`src/design/sis_pkg.sv`:
```
// Shared types and constants for the sorted insert stack.
package sis_pkg;

   // Number of cells in the chain and bits kept from each tag.
   localparam int DEPTH         = 16;
   localparam int TAG_BITS      = 8;

   // Widths fixed by the item fields.
   localparam int KIND_BITS     = 2;
   localparam int TIME_BITS     = 16;
   localparam int TAG_PORT_BITS = 8;
   localparam int CNT_BITS      = 5;

   // Operation codes carried in the kind field.
   localparam logic [KIND_BITS-1:0] KIND_SORTED_PUSH = 2'd0;
   localparam logic [KIND_BITS-1:0] KIND_PLAIN_PUSH  = 2'd1;
   localparam logic [KIND_BITS-1:0] KIND_POP         = 2'd2;

   // One stored entry.
   typedef struct packed {
      logic                 valid;
      logic [TIME_BITS-1:0] start_time;
      logic [TAG_BITS-1:0]  tag;
   } entry_type;

   localparam entry_type EMPTY_ENTRY = '{valid: 1'b0, start_time: '0, tag: '0};

   // Operation broadcast to every cell; the enables are already qualified.
   typedef struct packed {
      logic                 sorted_push;
      logic                 plain_push;
      logic                 pop;
      logic [TIME_BITS-1:0] key;
      logic [TAG_BITS-1:0]  tag;
   } ctrl_type;

endpackage

```
`src/design/sis_cell.sv`:
```
// One cell of the stack: holds an entry and trades it with its neighbors.
module sis_cell (
   input  logic                clock,
   input  logic                reset,
   input  sis_pkg::ctrl_type   ctrl,
   input  sis_pkg::entry_type  upper_entry,
   input  sis_pkg::entry_type  lower_entry,
   input  logic                hit_above,
   output logic                hit_here_or_above,
   output sis_pkg::entry_type  entry
);

   sis_pkg::entry_type entry_ff;
   sis_pkg::entry_type entry_in;
   logic               hit;

   // Mark the insert point: an empty cell or a key not below the new one.
   // A plain push always lands at the top, so every cell counts as a hit.
   always_comb begin
      hit = ctrl.plain_push || !entry_ff.valid || (entry_ff.start_time >= ctrl.key);
   end

   assign hit_here_or_above = hit_above | hit;

   // Shift down below the insert point, load at it, shift up on a pop.
   always_comb begin
      entry_in = entry_ff;
      if (ctrl.sorted_push || ctrl.plain_push) begin
         if (hit_above) begin
            entry_in = upper_entry;
         end else if (hit) begin
            entry_in.valid      = 1'b1;
            entry_in.start_time = ctrl.key;
            entry_in.tag        = ctrl.tag;
         end
      end else if (ctrl.pop) begin
         entry_in = lower_entry;
      end
   end

   always_ff @(posedge clock) begin
      if (reset) begin
         entry_ff <= sis_pkg::EMPTY_ENTRY;
      end else begin
         entry_ff <= entry_in;
      end
   end

   assign entry = entry_ff;

endmodule

```
`src/design/sorted_insert_stack.sv`:
```
// Sorted insert stack: a chain of cells kept in key order from the top.
// Latency: the result of an item is presented in the cycle after it is accepted.
// Throughput: one item per cycle when no result is stalled; every cell compares and shifts
// in the same cycle, and the insert point ripples down the chain of cells within that cycle.
// An item is taken while the previous result is being taken.
// Reset (synchronous, active high) empties all cells and drops any pending result.
module sorted_insert_stack (
   input  logic                               clock,
   input  logic                               reset,
   input  logic                               req_valid,
   output logic                               req_stall,
   input  logic [sis_pkg::KIND_BITS-1:0]      req_kind,
   input  logic [sis_pkg::TIME_BITS-1:0]      req_start_time,
   input  logic [sis_pkg::TAG_PORT_BITS-1:0]  req_payload_tag,
   output logic                               rsp_valid,
   input  logic                               rsp_stall,
   output logic                               rsp_top_valid,
   output logic [sis_pkg::TIME_BITS-1:0]      rsp_top_time,
   output logic [sis_pkg::TAG_PORT_BITS-1:0]  rsp_top_tag,
   output logic [sis_pkg::CNT_BITS-1:0]       rsp_entry_count,
   output logic                               rsp_overflow
);

   sis_pkg::ctrl_type                ctrl;
   sis_pkg::entry_type               cell_entry [sis_pkg::DEPTH];
   sis_pkg::entry_type               upper_in   [sis_pkg::DEPTH];
   sis_pkg::entry_type               lower_in   [sis_pkg::DEPTH];
   logic [sis_pkg::DEPTH:0]          hit_chain;
   logic                             accept;
   logic                             is_push;
   logic                             full;
   logic                             empty;
   logic                             rsp_valid_ff;
   logic                             rsp_valid_in;
   logic                             overflow_ff;
   logic                             overflow_in;
   logic [sis_pkg::CNT_BITS-1:0]     count_ff;
   logic [sis_pkg::CNT_BITS-1:0]     count_in;

   // Take an item unless a result is waiting and stalled.
   assign req_stall = rsp_valid_ff && rsp_stall;
   assign accept    = req_valid && !req_stall;

   assign full    = cell_entry[sis_pkg::DEPTH-1].valid;
   assign empty   = !cell_entry[0].valid;
   assign is_push = (req_kind == sis_pkg::KIND_SORTED_PUSH) ||
                    (req_kind == sis_pkg::KIND_PLAIN_PUSH);

   // Decode the item into qualified cell operations.
   always_comb begin
      ctrl.sorted_push = accept && !full && (req_kind == sis_pkg::KIND_SORTED_PUSH);
      ctrl.plain_push  = accept && !full && (req_kind == sis_pkg::KIND_PLAIN_PUSH);
      ctrl.pop         = accept && !empty && (req_kind == sis_pkg::KIND_POP);
      ctrl.key         = req_start_time;
      ctrl.tag         = sis_pkg::TAG_BITS'(req_payload_tag);
   end

   // Wire each cell to its neighbors; the ends see an empty entry.
   always_comb begin
      for (int i = 0; i < sis_pkg::DEPTH; i++) begin
         upper_in[i] = (i == 0) ? sis_pkg::EMPTY_ENTRY : cell_entry[(i == 0) ? 0 : i-1];
         lower_in[i] = (i == sis_pkg::DEPTH-1) ? sis_pkg::EMPTY_ENTRY
                     : cell_entry[(i == sis_pkg::DEPTH-1) ? i : i+1];
      end
   end

   assign hit_chain[0] = 1'b0;

   for (genvar g = 0; g < sis_pkg::DEPTH; g++) begin : g_cell
      sis_cell u_cell (
         .clock             (clock),
         .reset             (reset),
         .ctrl              (ctrl),
         .upper_entry       (upper_in[g]),
         .lower_entry       (lower_in[g]),
         .hit_above         (hit_chain[g]),
         .hit_here_or_above (hit_chain[g+1]),
         .entry             (cell_entry[g])
      );
   end

   // Track the fill count, the overflow flag and the result valid.
   always_comb begin
      count_in     = count_ff;
      overflow_in  = overflow_ff;
      rsp_valid_in = rsp_valid_ff && rsp_stall;
      if (accept) begin
         rsp_valid_in = 1'b1;
         overflow_in  = is_push && full;
         if (ctrl.sorted_push || ctrl.plain_push) begin
            count_in = count_ff + 1'b1;
         end else if (ctrl.pop) begin
            count_in = count_ff - 1'b1;
         end
      end
   end

   always_ff @(posedge clock) begin
      if (reset) begin
         count_ff     <= '0;
         overflow_ff  <= 1'b0;
         rsp_valid_ff <= 1'b0;
      end else begin
         count_ff     <= count_in;
         overflow_ff  <= overflow_in;
         rsp_valid_ff <= rsp_valid_in;
      end
   end

   // The top cell holds still while a result waits, so it drives the item.
   assign rsp_valid       = rsp_valid_ff;
   assign rsp_top_valid   = cell_entry[0].valid;
   assign rsp_top_time    = cell_entry[0].start_time;
   assign rsp_top_tag     = sis_pkg::TAG_PORT_BITS'(cell_entry[0].tag);
   assign rsp_entry_count = count_ff;
   assign rsp_overflow    = overflow_ff;

endmodule

```
`config.mk`:
```
export PLATFORM = sky130hd
export DESIGN_NAME = sorted_insert_stack
export DESIGN_NICKNAME = d
export VERILOG_FILES = /design/src/design/sis_pkg.sv /design/src/design/sis_cell.sv /design/src/design/sorted_insert_stack.sv
export SDC_FILE = /design/constraint.sdc
export NUM_CORES = 1
export LEC_CHECK = 0
export BUFFER_PORTS_ARGS = -buffer_cell sky130_fd_sc_hd__buf_2
export CAP_MARGIN = 20
export CORE_ASPECT_RATIO = 1.4
export CORE_UTILIZATION = 55
export DETAILED_ROUTE_END_ITERATION = 16
export PLACE_DENSITY = 0.71
export SLEW_MARGIN = 20
export SYNTH_ARGS = -nofsm -noshare
export SYNTH_HDL_FRONTEND = slang
export SYNTH_HIERARCHICAL = 1
export SYNTH_SLANG_ARGS = --single-unit
```
`constraint.sdc`:
```
create_clock -name clock -period 24.2 [get_ports clock]
set_clock_uncertainty 0.15 [all_clocks]
set_input_delay 1.21 -clock clock [delete_from_list [all_inputs] [get_ports clock]]
set_output_delay 1.21 -clock clock [all_outputs]
set_load 0.05 [all_outputs]
```
Word-level counts from Yosys, hierarchy flattened. Cells that the tools add are included.

Flip-flop bits (word level): 407. Memories: 0. Bits in writable memories: 0. Bits in read-only memories: 0. Output and inout port bits: 33. Latch bits: 0. Input port bits: 30. Word-level logic and storage cells: 245.

Reductions and logical operators: 78. Muxes and demuxes: 66. Bitwise logic cells: 14. $lt $le $gt $ge: 16. Divide/modulo/power cells: 0. Add/subtract/negate cells: 2. Shift operators: 0. Equal/unequal tests: 18. Multiply operators: 0.

Operators with widths (number): 25-bit 2-to-1 mux (63); 16-bit greater-or-equal comparator (16); 3-bit by 1-bit inequality test with 1-bit output (second input constant) (15); 1-bit logical OR (34); 2-bit AND reduction (17); 1-bit zero test (17); 1-bit bitwise OR (14); 5-bit 2-to-1 mux (2); 1-bit logical AND (8); 5-bit by 1-bit adder with 5-bit output (second input constant) (1); 5-bit by 1-bit subtractor with 5-bit output (second input constant) (1); 2-bit by 1-bit == test with 1-bit output (second input constant) (1); 2-bit == test (second input constant) (1); 2-bit zero test (1); 2-bit by 1-bit inequality test with 1-bit output (second input constant) (1); 2-bit nonzero test (1); 1-bit 2-to-1 mux (1).

Depth between registers and ports, before layout.
Depth in word-level cells: 23. Depth in mapped cells: 70. Gate-level depth less buffers: 54.

Cells and area by module. Netlist, hierarchy kept.

By module, submodules not included: sis_cell at g_cell[0].u_cell ... (instances 13, area each 1988.2 um^2, cells an instance 225); sis_cell at g_cell[7].u_cell ... (instances 3, area each 2020.7 um^2, cells an instance 227); sorted_insert_stack (instances 1, area each 464.2 um^2, cells an instance 51).

Least setup slack after synthesis. OpenSTA, ideal clock, no wires.

Path type: in2reg. From: input req_valid. To: register g_cell[15].u_cell.entry_ff (netlist bit g_cell[15].u_cell/entry[0]). Setup slack: 5.244 ns. Stages on the path: 69. Data arrival time: 18.686 ns. Required time: 23.930 ns. Path through: a21bo_4 > nor3_4 > and2_1 > or4b_4 > a211oi_4 > o21ai_1 > buf_6 > or4b_4 > a211oi_4 > o21ai_1 > buf_6 > or4b_4 > a211oi_4 > o21ai_1 > buf_6 > or4b_4 > a211oi_4 > o21ai_1 > [... 33 more ...] > or4b_4 > a211oi_4 > o21ai_1 > buf_6 > or4b_4 > a211oi_4 > o21ai_1 > buf_6 > or4b_4 > a211oi_4 > o21ai_1 > buf_6 > or4b_4 > a211oi_4 > a31o_1 > a31oi_2 > buf_6 > mux2i_1.

RTL lines: from (decl) (line sorted_insert_stack.sv:10) `input logic req_valid,`; to (signal assigned) (line sis_cell.sv:43) `entry_ff <= sis_pkg::EMPTY_ENTRY;`; to (signal assigned) (line sis_cell.sv:45) `entry_ff <= entry_in;`; to (decl) (line sis_cell.sv:13) `sis_pkg::entry_type entry_ff;`.

Final worst setup path.
From: input req_start_time[0] (netlist name). To: register g_cell[15].u_cell.entry_ff (netlist bit g_cell[15].u_cell/entry[12]).

Cells in the longest elaborated chain, start to end: 18.

RTL lines: from (decl) (line sorted_insert_stack.sv:13) `input logic [sis_pkg::TIME_BITS-1:0] req_start_time,`; 16-bit greater-or-equal comparator (*) (line sis_cell.sv:20) `hit = ctrl.plain_push || !entry_ff.valid || (entry_ff.start_time >= ctrl.key);`; 1-bit logical OR (*) (line sis_cell.sv:20); named net hit_chain (one bit) (line sorted_insert_stack.sv:28) `logic [sis_pkg::DEPTH:0] hit_chain;`; 1-bit bitwise OR (*) (line sis_cell.sv:23) `assign hit_here_or_above = hit_above | hit;`; named net hit_chain (one bit) (line sorted_insert_stack.sv:28); 1-bit bitwise OR (*) (line sis_cell.sv:23); named net hit_chain (one bit) (line sorted_insert_stack.sv:28); 1-bit bitwise OR (*) (line sis_cell.sv:23); named net hit_chain (one bit) (line sorted_insert_stack.sv:28); [... 1 more ...]; named net hit_chain (one bit) (line sorted_insert_stack.sv:28); [... 1 more ...]; named net hit_chain (one bit) (line sorted_insert_stack.sv:28); [... 1 more ...]; named net hit_chain (one bit) (line sorted_insert_stack.sv:28); [... 1 more ...]; named net hit_chain (one bit) (line sorted_insert_stack.sv:28); [... 1 more ...]; named net hit_chain (one bit) (line sorted_insert_stack.sv:28); [... 1 more ...]; named net hit_chain (one bit) (line sorted_insert_stack.sv:28); [... 1 more ...]; named net hit_chain (one bit) (line sorted_insert_stack.sv:28); [... 1 more ...]; named net hit_chain (one bit) (line sorted_insert_stack.sv:28); 1-bit bitwise OR (*) (line sis_cell.sv:23); named net hit_chain (one bit) (line sorted_insert_stack.sv:28); 1-bit bitwise OR (*) (line sis_cell.sv:23); named net hit_chain (one bit) (line sorted_insert_stack.sv:28); 1-bit bitwise OR (*) (line sis_cell.sv:23); named net hit_chain (one bit) (line sorted_insert_stack.sv:28); 3-bit by 1-bit inequality test with 1-bit output (no source line) or 25-bit 2-to-1 mux (tied branches); 2-bit AND reduction (no source line) or 25-bit 2-to-1 mux (tied branches).

Mark *: on every way through the listed nets, which the timed path passes. The rest lies on a longest branch. A chain may end at the register's enable or synchronous reset.

==> metrics.yaml <==
run_status:
  status: "finished, violations left"
  violations: "design-rule violations"
clocking:
  cts_hold_buf: 0
  clk_pin_slew_worst_paths_ns: 0.06
  clk_latency_ns: 0.60
  cts.repair.resized: 0
  clk_path_buf_depth: 3
  h-tree-depth: 2
  numCtsBuffers: 46
  cts_num_sinks: 407
  post_cts_buffers: 0
  tritoncts: "done"
  cts_root_buffer: "clkbuf_16"
worst_hold_path:
  hp-class: "reg2reg"
sta:
  grt_setup_unrepaired: "no"
  setup_viol: 0
  fmaxAchievable_mhz: 46.58
  post-route-min-period_ns: 21.47
  hold_viol: 0
  worst_pin_slew_ns: 1.137
  final_max_slew_viol_count: 0
  slew_headroom: 0.2392
  fin_crit_sh: 0.8871
  final.setup.tns_ns: 0
power:
  internal-power_mw: 1.220
  seq_power_share: 0.412
  power_mw: 1.773
  power_frac_clock: 0.381
  switchingPower_mw: 0.5532
  irDropWorstVdd_uv: 47.83
  comb_power_share: 0.207
  powerDensity_nw_per_um2: 51.03
  p_leak_nw: 16.54
  p_sw_frac: 0.3119
grt:
  first_global_vias: 25980
  antenna_found_initial: 2
  global_route.overflow_total: 0
  grt_max_degree: 184
  grt_pass1_wl_mm: 145.7
  track_usage: 0.3078
place:
  gp_congestion: 0.9076
  place_area_um2: 33210
  dp_hpwl_mm: 65.98
  port_buffers: 62
route:
  viasPerCell: 6.038
  dr_total_vias: 26570
  routed_wl_mm: 94.85
  first_pass_iters: 11
  drc: 2
  ant_nets: 0
  wl_per_cell_um: 21.56
  drt_iter0_markers: 1933
floorplan:
  core_area_um2: 57780
  dieWidth_um: 207.0
  die_h_um: 289.0
  ioPinCount: 63
  dieArea_um2: 59840
  row_count: 104
  start_util: 0.5602
run:
  cap_violations: 0
critical_path:
  arrival_ns: 21.79
  criticalPathCategory: "in2reg"
  start_kind: "input port"
  cp.required_ns: 24.52
  critPathMaxStageDelay_ns: 0.64
  end_kind: "flip-flop"
  cp_slowest_cell: "or4b_4"
  worst-path-max-fanout: 26
layout:
  layout.nets: 3921
  register_area_um2: 8148
  stdcell_area_um2: 34750
  area_growth_pct: 7.348
  multi_input_area_um2: 22220
  fillers: 5231
  drive_above_1_share: 0.07575
synthesis:
  syn_area_um2: 32370
  syn_area_per_cell_um2: 8.853
  syn-instance-count: 3656
  synth_warnings: 6
==> through the flow <==
| step | utilization | hold WS (ns) | setup slack, ns | instances |
|---|---|---|---|---|
| floorplan | - | 0.2991 | 5.264 | 3706 |
| global placement | 0.5738 | 0.3111 | 2.307 | 4316 |
| detailed placement | 0.5747 | 0.3216 | 2.071 | 4318 |
| CTS | 0.5982 | 0.3299 | 2.672 | 4392 |
| global route | 0.6014 | 0.3514 | 1.928 | 4399 |
| finish | 0.6014 | 0.3290 | 2.732 | 4400 |
==> cell type report <==
type	count	share of cell area
diodes	1	0.00007202
repair buffers	133	0.02938
well taps	742	0.02672
inverters	283	0.03072
flip-flops and latches	407	0.2345
clock buffers	68	0.03727
clock inverters	6	0.001801
multi-input cells	2760	0.6395
==> power groups by stage <==
stage	Sequential (mW)	Clock, mW	Combinational [mW]
6_report	0.730	0.676	0.367
5_1_grt	0.732	0.708	0.400
4_1_cts	0.730	0.685	0.360
3_5_place_dp	0.745	0	0.358
3_3_place_gp	0.744	0	0.351
2_1_floorplan	0.737	0	0.261
==> registers in the layout, indices dropped and copies added (netlist names) <==
| name | cells |
|---|---|
| g_cell.u_cell/entry | 400 |
| rsp_valid | 1 |
| rsp_entry_count | 5 |
| rsp_overflow | 1 |
==> layout by cell type (no fill, tap or decap), types with 14 or more instances in the layout <==
master     instances
a211o_1          384
dfxtp_1          407
nor2_1           465
nand2b_1         413
a21oi_1           67
a211oi_4          16
a21o_1            15
and3_1            16
clkbuf_1          17
nand2_1           62
o21a_1            14
or2_2             16
or4b_4            16
nand4_1           22
buf_4             62
buf_2             61
mux2i_1          785
clkbuf_16         47
ha_1             259
conb_1            51
inv_1            282
a311o_1           19
==> worst paths after layout <==
check,slack [ns],cells after the start,start,endpoint
worst max register to register,3.30,58,g_cell[15].u_cell/entry[24],g_cell[15].u_cell/entry[12]
worst min-delay path,0.33,2,g_cell[15].u_cell/entry[1],g_cell[15].u_cell/entry[1]
worst max-delay path,2.73,60,req_start_time[0],g_cell[15].u_cell/entry[12]
worst min register to register,0.33,2,g_cell[15].u_cell/entry[1],g_cell[15].u_cell/entry[1]
==> worst max-delay path, delay by kind of cell <==
| family | cells | cell delay, ns |
|---|---|---|
| compound gates | 35 | 8.90 |
| simple gates | 16 | 8.92 |
| fa+ha+maj | 1 | 0.33 |
| mux | 1 | 0.13 |
| buf+inv | 7 | 2.13 |
==> layer usage <==
layer | vias to the layer above | track usage | routed length, µm
li1 | 12810 | - | -
met1 | 12760 | 0.3392 | 37360
met4 | 0 | 0.1873 | 5749
met3 | 325 | 0.03252 | 3294
met2 | 665 | 0.5707 | 48450
met5 | - | 0 | 0
(Power assumes the default switching activity.)
